==> src/rtl/joystick_type_detect_debounce_macros.svh <==
// Assertion helpers used by the file that checks the block.
`ifndef JOYSTICK_TYPE_DETECT_DEBOUNCE_MACROS_SVH
`define JOYSTICK_TYPE_DETECT_DEBOUNCE_MACROS_SVH

// Check that a condition in one cycle brings a consequence in the next one.
`define JTD_ASSERT_NEXT(lbl, clk, rst_n, ante, cons, msg) \
    lbl: assert property (@(posedge clk) disable iff (!rst_n) (ante) |=> (cons)) \
        else $error(msg);

// Check that a condition holds together with its consequence in the same cycle.
`define JTD_ASSERT_NOW(lbl, clk, rst_n, ante, cons, msg) \
    lbl: assert property (@(posedge clk) disable iff (!rst_n) (ante) |-> (cons)) \
        else $error(msg);

`endif

==> src/rtl/jtd_pkg.sv <==
`default_nettype none

package jtd_pkg;

    localparam int NUM_PORTS   = 2;
    localparam int SAMPLE_BITS = 10;

    localparam int IDX_W      = (NUM_PORTS > 1) ? $clog2(NUM_PORTS) : 1;
    localparam int THR_W      = 10;
    localparam int CNT_W      = 8;
    localparam int CMP_W      = (SAMPLE_BITS > THR_W) ? SAMPLE_BITS : THR_W;
    localparam int CFG_IDX_W  = 2;
    localparam int CFG_DATA_W = 10;

    typedef logic [SAMPLE_BITS-1:0] sample_t;
    typedef logic [THR_W-1:0]       thr_t;
    typedef logic [CNT_W-1:0]       cnt_t;
    typedef logic [IDX_W-1:0]       idx_t;

    localparam sample_t SAMPLE_MAX = {SAMPLE_BITS{1'b1}};
    localparam cnt_t    CNT_MAX    = {CNT_W{1'b1}};

    // Item operation codes; the fourth code is unused.
    typedef enum logic [1:0] {
        OP_X        = 2'd0,
        OP_XR       = 2'd1,
        OP_CONCLUDE = 2'd2
    } op_t;

    typedef enum logic [1:0] {
        TYPE_NONE   = 2'd0,
        TYPE_14B    = 2'd1,
        TYPE_SINGLE = 2'd2,
        TYPE_TWIN   = 2'd3
    } jtype_t;

    typedef enum logic [CFG_IDX_W-1:0] {
        CFG_RANGE   = 2'd0,
        CFG_MATCH   = 2'd1,
        CFG_CONFIRM = 2'd2
    } cfg_reg_t;

    localparam thr_t RANGE_RESET   = 10'd20;
    localparam thr_t MATCH_RESET   = 10'd10;
    localparam cnt_t CONFIRM_RESET = 8'd3;

    // One port's state, one memory word.
    typedef struct packed {
        jtype_t  confirmed;
        jtype_t  pending;
        cnt_t    agree_count;
        sample_t x_min;
        sample_t x_max;
        sample_t xr_min;
        sample_t xr_max;
        logic    seen_x;
        logic    seen_xr;
    } entry_t;

    localparam entry_t RESET_ENTRY = '{
        confirmed:   TYPE_NONE,
        pending:     TYPE_NONE,
        agree_count: '0,
        x_min:       SAMPLE_MAX,
        x_max:       '0,
        xr_min:      SAMPLE_MAX,
        xr_max:      '0,
        seen_x:      1'b0,
        seen_xr:     1'b0
    };

endpackage

`default_nettype wire

==> src/rtl/jtd_item_if.sv <==
`default_nettype none

interface jtd_item_if;
    import jtd_pkg::*;

    logic    valid;
    logic    ready;
    logic    port;
    logic [1:0] operation;
    sample_t sample;
    logic    pin5_grounded;
    sample_t x_value;
    sample_t xr_value;

    modport source (
        output valid, port, operation, sample, pin5_grounded, x_value, xr_value,
        input  ready
    );
    modport sink (
        input  valid, port, operation, sample, pin5_grounded, x_value, xr_value,
        output ready
    );
endinterface

`default_nettype wire

==> src/rtl/jtd_result_if.sv <==
`default_nettype none

interface jtd_result_if;
    import jtd_pkg::*;

    logic   valid;
    logic   ready;
    jtype_t confirmed_type;
    jtype_t raw_type;

    modport source (
        output valid, confirmed_type, raw_type,
        input  ready
    );
    modport sink (
        input  valid, confirmed_type, raw_type,
        output ready
    );
endinterface

`default_nettype wire

==> src/rtl/jtd_cfg_if.sv <==
`default_nettype none

interface jtd_cfg_if;
    import jtd_pkg::*;

    logic                  valid;
    logic                  ready;
    logic [CFG_IDX_W-1:0]  index;
    logic [CFG_DATA_W-1:0] data;

    modport source (
        output valid, index, data,
        input  ready
    );
    modport sink (
        input  valid, index, data,
        output ready
    );
endinterface

`default_nettype wire

==> src/rtl/joystick_type_detect_debounce.sv <==
// Channel  Modport  Payload
// item     sink     port, operation, sample, pin5_grounded, x_value, xr_value
// result   source   confirmed_type, raw_type
// cfg      sink     index, data
//
// One item per cycle. A conclude request is registered in the update stage and
// its result then in the output register; the per-port state memory is read on
// acceptance and written back when the update stage fires, pending updates being
// forwarded to a request for the same port. A conclude holds in the update stage
// while the output register is full and not taken, and the item channel stalls
// behind it. Reset is asynchronous; per-port valid bits make every entry read as
// its reset value until first written. Config writes are taken in every cycle.
`default_nettype none
`include "joystick_type_detect_debounce_macros.svh"

module joystick_type_detect_debounce (
    input  wire        clk,
    input  wire        rst_n,
    jtd_item_if.sink   item,
    jtd_result_if.source result,
    jtd_cfg_if.sink    cfg
);
    import jtd_pkg::*;

    // Configuration registers
    thr_t range_thr_reg;
    thr_t match_thr_reg;
    cnt_t confirm_reg;

    // State memory and its valid bits
    entry_t state_mem [NUM_PORTS];
    logic   entry_valid_reg [NUM_PORTS];

    // Read side
    entry_t rd_mem_reg;
    logic   rd_valid_reg;
    logic   fwd_reg;
    entry_t fwd_data_reg;

    // Update stage
    logic       s1_valid_reg;
    logic [1:0] s1_op_reg;
    idx_t       s1_idx_reg;
    logic       s1_pin5_reg;
    sample_t    s1_sample_reg;
    sample_t    s1_xv_reg;
    sample_t    s1_xrv_reg;

    // Output register
    logic   out_valid_reg;
    logic   out_valid_next;
    jtype_t out_conf_reg;
    jtype_t out_raw_reg;

    logic   item_accept;
    logic   item_take;
    logic   port_ok;
    logic   op_used;
    idx_t   in_idx;
    logic   s1_is_result;
    logic   s1_fire;
    logic   out_free;
    entry_t cur;
    entry_t nxt;
    jtype_t raw;
    logic   x_unstable;
    logic   xr_unstable;
    sample_t val_diff;
    cnt_t   cnt_inc;

    // Handshake
    assign cfg.ready     = 1'b1;
    assign out_free      = !out_valid_reg || result.ready;
    assign s1_is_result  = (s1_op_reg == OP_CONCLUDE);
    assign s1_fire       = s1_valid_reg && (!s1_is_result || out_free);
    assign item.ready    = !s1_valid_reg || s1_fire;
    assign item_accept   = item.valid && item.ready;
    assign in_idx        = idx_t'(item.port);
    assign port_ok       = (32'(item.port) < 32'(NUM_PORTS));
    assign op_used       = (item.operation == OP_X) || (item.operation == OP_XR)
                           || (item.operation == OP_CONCLUDE);
    assign item_take     = item_accept && port_ok && op_used;

    // Take config writes
    always_ff @(posedge clk or negedge rst_n)
    begin
        if (!rst_n)
        begin
            range_thr_reg <= RANGE_RESET;
            match_thr_reg <= MATCH_RESET;
            confirm_reg   <= CONFIRM_RESET;
        end
        else if (cfg.valid && cfg.ready)
        begin
            case (cfg.index)
                CFG_RANGE:   range_thr_reg <= thr_t'(cfg.data);
                CFG_MATCH:   match_thr_reg <= thr_t'(cfg.data);
                CFG_CONFIRM: confirm_reg   <= cfg.data[CNT_W-1:0];
                default:     ;
            endcase
        end
    end

    // Read the entry of an accepted request, write back the finished update
    always_ff @(posedge clk)
    begin
        if (s1_fire)
        begin
            state_mem[s1_idx_reg] <= nxt;
        end
        if (item_take)
        begin
            rd_mem_reg <= state_mem[in_idx];
        end
    end

    // Track written entries and forward an update for the same port
    always_ff @(posedge clk or negedge rst_n)
    begin
        if (!rst_n)
        begin
            for (int i = 0; i < NUM_PORTS; i++)
            begin
                entry_valid_reg[i] <= 1'b0;
            end
            rd_valid_reg <= 1'b0;
            fwd_reg      <= 1'b0;
        end
        else
        begin
            if (s1_fire)
            begin
                entry_valid_reg[s1_idx_reg] <= 1'b1;
            end
            if (item_take)
            begin
                rd_valid_reg <= entry_valid_reg[in_idx];
                fwd_reg      <= s1_fire && (s1_idx_reg == in_idx);
            end
        end
    end

    always_ff @(posedge clk)
    begin
        if (item_take)
        begin
            fwd_data_reg <= nxt;
        end
    end

    // Advance the update stage
    always_ff @(posedge clk or negedge rst_n)
    begin
        if (!rst_n)
        begin
            s1_valid_reg <= 1'b0;
        end
        else if (item.ready)
        begin
            s1_valid_reg <= item_take;
        end
    end

    always_ff @(posedge clk)
    begin
        if (item_take)
        begin
            s1_op_reg     <= item.operation;
            s1_idx_reg    <= in_idx;
            s1_pin5_reg   <= item.pin5_grounded;
            s1_sample_reg <= item.sample;
            s1_xv_reg     <= item.x_value;
            s1_xrv_reg    <= item.xr_value;
        end
    end

    // Pick the current entry
    always_comb
    begin
        if (fwd_reg)
            cur = fwd_data_reg;
        else if (rd_valid_reg)
            cur = rd_mem_reg;
        else
            cur = RESET_ENTRY;
    end

    // Classify the round
    always_comb
    begin
        x_unstable  = !cur.seen_x || (cur.x_max < cur.x_min)
                      || (CMP_W'(cur.x_max - cur.x_min) > CMP_W'(range_thr_reg));
        xr_unstable = !cur.seen_xr || (cur.xr_max < cur.xr_min)
                      || (CMP_W'(cur.xr_max - cur.xr_min) > CMP_W'(range_thr_reg));
        val_diff    = (s1_xv_reg > s1_xrv_reg) ? (s1_xv_reg - s1_xrv_reg)
                                               : (s1_xrv_reg - s1_xv_reg);
        if (x_unstable)
            raw = TYPE_NONE;
        else if (s1_pin5_reg)
            raw = TYPE_TWIN;
        else if (xr_unstable)
            raw = TYPE_14B;
        else if (CMP_W'(val_diff) <= CMP_W'(match_thr_reg))
            raw = TYPE_SINGLE;
        else
            raw = TYPE_14B;
    end

    // Update trackers or debounce and clear
    always_comb
    begin
        nxt     = cur;
        cnt_inc = (cur.agree_count == CNT_MAX) ? cur.agree_count
                                               : cur.agree_count + cnt_t'(1);
        case (s1_op_reg)
            OP_X:
            begin
                if (s1_sample_reg < cur.x_min)
                    nxt.x_min = s1_sample_reg;
                if (s1_sample_reg > cur.x_max)
                    nxt.x_max = s1_sample_reg;
                nxt.seen_x = 1'b1;
            end
            OP_XR:
            begin
                if (s1_sample_reg < cur.xr_min)
                    nxt.xr_min = s1_sample_reg;
                if (s1_sample_reg > cur.xr_max)
                    nxt.xr_max = s1_sample_reg;
                nxt.seen_xr = 1'b1;
            end
            OP_CONCLUDE:
            begin
                if (raw == cur.confirmed)
                begin
                    nxt.pending     = cur.confirmed;
                    nxt.agree_count = '0;
                end
                else if (raw == cur.pending)
                begin
                    nxt.agree_count = cnt_inc;
                    if (cnt_inc >= confirm_reg)
                    begin
                        // Move between joystick types only by way of none
                        if (cur.confirmed != TYPE_NONE && raw != TYPE_NONE)
                        begin
                            nxt.confirmed = TYPE_NONE;
                        end
                        else
                        begin
                            nxt.confirmed   = raw;
                            nxt.pending     = raw;
                            nxt.agree_count = '0;
                        end
                    end
                end
                else
                begin
                    nxt.pending     = raw;
                    nxt.agree_count = cnt_t'(1);
                end
                nxt.x_min   = SAMPLE_MAX;
                nxt.x_max   = '0;
                nxt.xr_min  = SAMPLE_MAX;
                nxt.xr_max  = '0;
                nxt.seen_x  = 1'b0;
                nxt.seen_xr = 1'b0;
            end
            default: ;
        endcase
    end

    // Load or drain the output register
    always_comb
    begin
        if (s1_fire && s1_is_result)
            out_valid_next = 1'b1;
        else if (result.ready)
            out_valid_next = 1'b0;
        else
            out_valid_next = out_valid_reg;
    end

    always_ff @(posedge clk or negedge rst_n)
    begin
        if (!rst_n)
            out_valid_reg <= 1'b0;
        else
            out_valid_reg <= out_valid_next;
    end

    always_ff @(posedge clk)
    begin
        if (s1_fire && s1_is_result)
        begin
            out_conf_reg <= nxt.confirmed;
            out_raw_reg  <= raw;
        end
    end

    assign result.valid          = out_valid_reg;
    assign result.confirmed_type = out_conf_reg;
    assign result.raw_type       = out_raw_reg;

    // Checks
    `JTD_ASSERT_NEXT(a_s1_hold, clk, rst_n, s1_valid_reg && !s1_fire, s1_valid_reg,
        "update stage dropped a stalled request")
    `JTD_ASSERT_NEXT(a_result_load, clk, rst_n, s1_fire && s1_is_result, out_valid_reg,
        "conclude request gave no result")
    `JTD_ASSERT_NOW(a_ready_stall, clk, rst_n, !item.ready, s1_valid_reg && s1_is_result,
        "item channel stalled without a waiting conclude")

endmodule

`default_nettype wire
==> src/flat_wrapper.sv <==
// flat-port wrapper written by rule: the top's interface ports become plain ports
module joystick_type_detect_debounce_flat import jtd_pkg::*;
  (clk, rst_n, item_valid, item_port, item_operation, item_sample, item_pin5_grounded, item_x_value, item_xr_value, item_ready, result_valid, result_confirmed_type, result_raw_type, result_ready, cfg_valid, cfg_index, cfg_data, cfg_ready);
  jtd_item_if item_i ();
  jtd_result_if result_i ();
  jtd_cfg_if cfg_i ();
  input  wire clk;
  input  wire rst_n;
  input wire logic [$bits(item_i.valid)-1:0] item_valid;
  input wire logic [$bits(item_i.port)-1:0] item_port;
  input wire logic [$bits(item_i.operation)-1:0] item_operation;
  input wire logic [$bits(item_i.sample)-1:0] item_sample;
  input wire logic [$bits(item_i.pin5_grounded)-1:0] item_pin5_grounded;
  input wire logic [$bits(item_i.x_value)-1:0] item_x_value;
  input wire logic [$bits(item_i.xr_value)-1:0] item_xr_value;
  output wire logic [$bits(item_i.ready)-1:0] item_ready;
  output wire logic [$bits(result_i.valid)-1:0] result_valid;
  output wire logic [$bits(result_i.confirmed_type)-1:0] result_confirmed_type;
  output wire logic [$bits(result_i.raw_type)-1:0] result_raw_type;
  input wire logic [$bits(result_i.ready)-1:0] result_ready;
  input wire logic [$bits(cfg_i.valid)-1:0] cfg_valid;
  input wire logic [$bits(cfg_i.index)-1:0] cfg_index;
  input wire logic [$bits(cfg_i.data)-1:0] cfg_data;
  output wire logic [$bits(cfg_i.ready)-1:0] cfg_ready;
  assign item_i.valid = item_valid;
  assign item_i.port = item_port;
  assign item_i.operation = item_operation;
  assign item_i.sample = item_sample;
  assign item_i.pin5_grounded = item_pin5_grounded;
  assign item_i.x_value = item_x_value;
  assign item_i.xr_value = item_xr_value;
  assign item_ready = item_i.ready;
  assign result_valid = result_i.valid;
  assign result_confirmed_type = result_i.confirmed_type;
  assign result_raw_type = result_i.raw_type;
  assign result_i.ready = result_ready;
  assign cfg_i.valid = cfg_valid;
  assign cfg_i.index = cfg_index;
  assign cfg_i.data = cfg_data;
  assign cfg_ready = cfg_i.ready;
  joystick_type_detect_debounce u_core (.clk(clk), .rst_n(rst_n), .item(item_i), .result(result_i), .cfg(cfg_i));
endmodule
==> config.mk <==
export PLATFORM = sky130hd
export DESIGN_NAME = joystick_type_detect_debounce_flat
export DESIGN_NICKNAME = d
export VERILOG_FILES = /design/src/rtl/jtd_pkg.sv /design/src/rtl/jtd_item_if.sv /design/src/rtl/jtd_result_if.sv /design/src/rtl/jtd_cfg_if.sv /design/src/rtl/joystick_type_detect_debounce.sv /design/src/flat_wrapper.sv
export VERILOG_INCLUDE_DIRS = /design/src /design/src/rtl
export SDC_FILE = /design/constraint.sdc
export NUM_CORES = 1
export LEC_CHECK = 0
export BUFFER_PORTS_ARGS = -buffer_cell sky130_fd_sc_hd__buf_2
export CAP_MARGIN = 20
export CELL_PAD_IN_SITES_DETAIL_PLACEMENT = 0
export CELL_PAD_IN_SITES_GLOBAL_PLACEMENT = 1
export CORE_MARGIN = 2
export CORE_UTILIZATION = 40
export DETAILED_ROUTE_END_ITERATION = 10
export PLACE_DENSITY = 0.71
export SLEW_MARGIN = 20
export SYNTH_ARGS = -nofsm -noshare
export SYNTH_HDL_FRONTEND = slang
export SYNTH_SLANG_ARGS = --single-unit
==> constraint.sdc <==
create_clock -name clk -period 13.95 [get_ports clk]
set_input_delay 2.79 -clock clk [delete_from_list [all_inputs] [get_ports clk]]
set_output_delay 2.79 -clock clk [all_outputs]
set_load 0.1 [all_outputs]
==> flow_metrics.tcl <==
set metrics [dict create \
    number_of_cells_produced_by_synthesis 1190 \
    core_mm2 0.0367 \
    io-pin-count 58 \
    synth_edf_count 254 \
    global_route.overflow_total 0 \
    synth-seq-area-share 0.567 \
    power.share.sequential 0.442 \
    synth_area_leader_cell "sky130_fd_sc_hd__edfxtp_1" \
    htreeDepth 1 \
    power.static_leakage_nw 6.53 \
    die_x_um 197 \
    detail_route.wl_per_cell_um 19.5 \
    dr_total_vias 9676 \
    yosys_warnings 0 \
    tritoncts "done" \
    area_of_the_die_mm2 0.0390 \
    grt_pass1_vias 9504 \
    tritoncts.num_buffers 31 \
    antenna-diode-count 0 \
    global_route_wire_length_before_repair_um 53100 \
    power.density_mw_per_mm2 147 \
    setup_violations 0 \
    grt_antenna_before_repair 0 \
    rsz_0062_raised_after_global_routing "false" \
    critPathLaunchType "register" \
    postCtsSetupBuffers 0 \
    drv_slew 0 \
    clock_tree.root_cell "sky130_fd_sc_hd__clkbuf_16" \
    die_height_um 197 \
    synth.net_count 1354 \
    detailedRoute.firstPassIterationCount 6 \
    slew-limit-headroom 0.333 \
    globalRouteTotalUtil 0.174 \
    multiInputGateArea_mm2 0.00592 \
    start_util 0.408 \
    layout_setup_ws_ns 6.88 \
    crit_arrival_ns 7.43 \
    remaining_drc_errors 0 \
    antenna_violating_nets_post_route 0 \
    ys_top_cells_by_area "sky130_fd_sc_hd__edfxtp_1 (51%), sky130_fd_sc_hd__ha_1 (9.2%), sky130_fd_sc_hd__mux2_2 (5.8%), sky130_fd_sc_hd__dfrtp_1 (4.7%), sky130_fd_sc_hd__inv_1 (2.3%)" \
    run_status "complete, no violations" \
    power.internal_mw 1.73 \
    clk-insertion-delay-late_ns 0.57 \
    peak_vdd_ir_v 0.000102 \
    layout_worst_path_cycle_share 0.506 \
    numClockSinks 288 \
    power_switching_uw 710 \
    fin_worst_skew_ns 0.0166 \
    avgViaCountPerCell 5.59 \
    worst-endpoint-required_ns 14.32 \
    crit_type "register to register" \
    std_cell_rows 70 \
    ctsHoldBuffers 0 \
    fillCellCount 3327 \
    netSwitchingFraction 0.291 \
    mappedNetlistArea_mm2 0.0150 \
    final-hold-violation-count 0 \
    clkSlewWorstSetupHoldPaths_ns 0.06 \
    fmaxAchievable_ghz 0.142 \
    ys_dominant_reg_cell "sky130_fd_sc_hd__edfxtp_1" \
    cell_with_the_most_instances_after_synthesis "sky130_fd_sc_hd__edfxtp_1" \
    drt_iter0_markers 597 \
    preCtsSetupSlack_ns 6.87 \
    layout-area-overhead-vs-synth_pct 11.3 \
    avgSynthCellArea_um2 12.6 \
    wl_um 33700 \
    critical_path.endpoint_type "register" \
    largest_register_ff_count 108 \
    clock_tree.buffer_depth 3 \
    cap_viol_max_count 0 \
    layout.nets 1402 \
    share_clk_of_total_power 0.328 \
    postSynthRegisterBits 288 \
    post-dp-hpwl_um 22500 \
    critical_path_peak_fanout 29 \
    gp_congestion 0.825 \
    io_buffers 56 \
    totalPowerFinal_mw 2.44 \
    comb_power_share 0.231 \
    post_synth_num_cell_types 80 \
    max_slew.worst_pin.slew_ns 0.988 \
    async_flop_share 0.118 \
    post_cts_sizing 0 \
    finalSetupTns_ns 0 \
    grt_max_degree 83 \
    area_taken_by_flip_flops_and_latches_mm2 0.00849 \
    synthDominantCellAreaShare 0.510 \
    synth.cells.most_frequent "sky130_fd_sc_hd__edfxtp_1 (254), sky130_fd_sc_hd__ha_1 (110), sky130_fd_sc_hd__inv_1 (92)" \
    timing.final.crit_period_ns 7.07 \
    drive_gt1_frac 0.170 \
    min_path_type "register to register" \
]
==> cell usage in the layout (no fill, tap or decap), types with 9 or more instances in the layout <==
master,count
sky130_fd_sc_hd__a21o_1,23
sky130_fd_sc_hd__inv_1,91
sky130_fd_sc_hd__mux2_2,77
sky130_fd_sc_hd__o21ai_0,39
sky130_fd_sc_hd__o211ai_1,15
sky130_fd_sc_hd__buf_2,56
sky130_fd_sc_hd__a22oi_1,28
sky130_fd_sc_hd__o22ai_1,18
sky130_fd_sc_hd__nor3_1,12
sky130_fd_sc_hd__nand2b_1,14
sky130_fd_sc_hd__o21a_1,12
sky130_fd_sc_hd__clkbuf_1,9
sky130_fd_sc_hd__nand3b_1,9
sky130_fd_sc_hd__xnor2_1,16
sky130_fd_sc_hd__edfxtp_1,254
sky130_fd_sc_hd__xor2_1,11
sky130_fd_sc_hd__nand3_1,10
sky130_fd_sc_hd__o31ai_1,11
sky130_fd_sc_hd__clkbuf_16,31
sky130_fd_sc_hd__dfrtp_1,27
sky130_fd_sc_hd__a21oi_1,44
sky130_fd_sc_hd__mux2i_1,12
sky130_fd_sc_hd__ha_1,110
sky130_fd_sc_hd__nor2_1,46
sky130_fd_sc_hd__nand4_1,22
sky130_fd_sc_hd__o221ai_1,19
sky130_fd_sc_hd__nand2_1,87
==> power by group through the flow <==
stage          combinational (mW)  sequential, mW  clock [mW]
2_1_floorplan               0.420            1.09           0
3_3_place_gp                0.547            1.09           0
3_5_place_dp                0.562            1.10           0
4_1_cts                     0.566            1.08       0.823
5_1_grt                     0.637            1.09       0.851
6_report                    0.563            1.08       0.800
==> worst paths after layout <==
kind | to | slack, ns | depth (start not counted) | startpoint
setup / recovery | u_core.result.confirmed_type[0] | 6.88 | 24 | u_core.fwd_reg
hold / removal | u_core.entry_valid_reg[1] | 0.47 | 1 | u_core.entry_valid_reg[1]
setup reg to reg | u_core.result.confirmed_type[0] | 6.88 | 24 | u_core.fwd_reg
hold reg to reg | u_core.entry_valid_reg[1] | 0.47 | 1 | u_core.entry_valid_reg[1]
max in group asynchronous | u_core.fwd_reg | 11.05 | 1 | rst_n
min in group asynchronous | u_core.result.valid | 2.32 | 1 | rst_n
==> cell families after synthesis <==
| family | share of synthesized area |
|---|---|
| xor gates and xnor gates | 0.0158 |
| and+or+nand+nor | 0.0826 |
| buffers and inverters | 0.0388 |
| muxes | 0.0660 |
| other | 0.000251 |
| AOI/OAI and AO/OA | 0.133 |
| DFF | 0.567 |
| adders and majority gates | 0.0967 |
==> critical path, cell delays in order, from the launching register on <==
cell,delay [ns]
sky130_fd_sc_hd__dfrtp_2,0.78
sky130_fd_sc_hd__buf_4,0.41
sky130_fd_sc_hd__nand2b_1,0.71
sky130_fd_sc_hd__o22a_1,0.28
sky130_fd_sc_hd__inv_1,0.08
sky130_fd_sc_hd__ha_1,0.27
sky130_fd_sc_hd__nor2b_1,0.12
sky130_fd_sc_hd__o21ai_0,0.19
sky130_fd_sc_hd__a21boi_0,0.15
sky130_fd_sc_hd__o21ai_0,0.23
sky130_fd_sc_hd__a21boi_0,0.15
sky130_fd_sc_hd__o21ai_0,0.21
sky130_fd_sc_hd__a21oi_1,0.13
sky130_fd_sc_hd__or4_1,0.41
sky130_fd_sc_hd__nand3_1,0.10
sky130_fd_sc_hd__ha_1,0.16
sky130_fd_sc_hd__nand4_1,0.08
sky130_fd_sc_hd__or4_1,0.42
sky130_fd_sc_hd__a311oi_1,0.27
sky130_fd_sc_hd__o21a_1,0.15
sky130_fd_sc_hd__o21ai_1,0.27
sky130_fd_sc_hd__mux2i_1,0.24
sky130_fd_sc_hd__o31a_1,0.45
sky130_fd_sc_hd__and3_1,0.27
sky130_fd_sc_hd__mux2i_1,0.32
==> stage by stage <==
stage,instance area (um2),utilization,hold WS [ns],cells
5_1_grt,16700,0.454,0.495,1730
3_3_place_gp,15700,0.427,0.459,1673
3_5_place_dp,15700,0.427,0.454,1673
2_1_floorplan,15000,-,0.439,1190
4_1_cts,16700,0.454,0.468,1730
6_report,16700,0.454,0.465,1730
==> final cells by class <==
cell class                 count  share of cell area
clock buffer                  41              0.0494
clock inverter                16             0.00931
inverter                      93              0.0213
multi-input combinational    760               0.355
sequential                   288               0.509
tap                          468              0.0351
timing repair buffer          64              0.0204
==> layer usage <==
layer / track usage / share of wire / routed length, um
met3: 0.0249 / 0.039 / 1330
met4: 0.0368 / 0.018 / 605
met5: 0 / 0 / 0
met2: 0.286 / 0.47 / 15800
met1: 0.247 / 0.47 / 15900
Note: power is estimated with default switching activity, not from simulation.
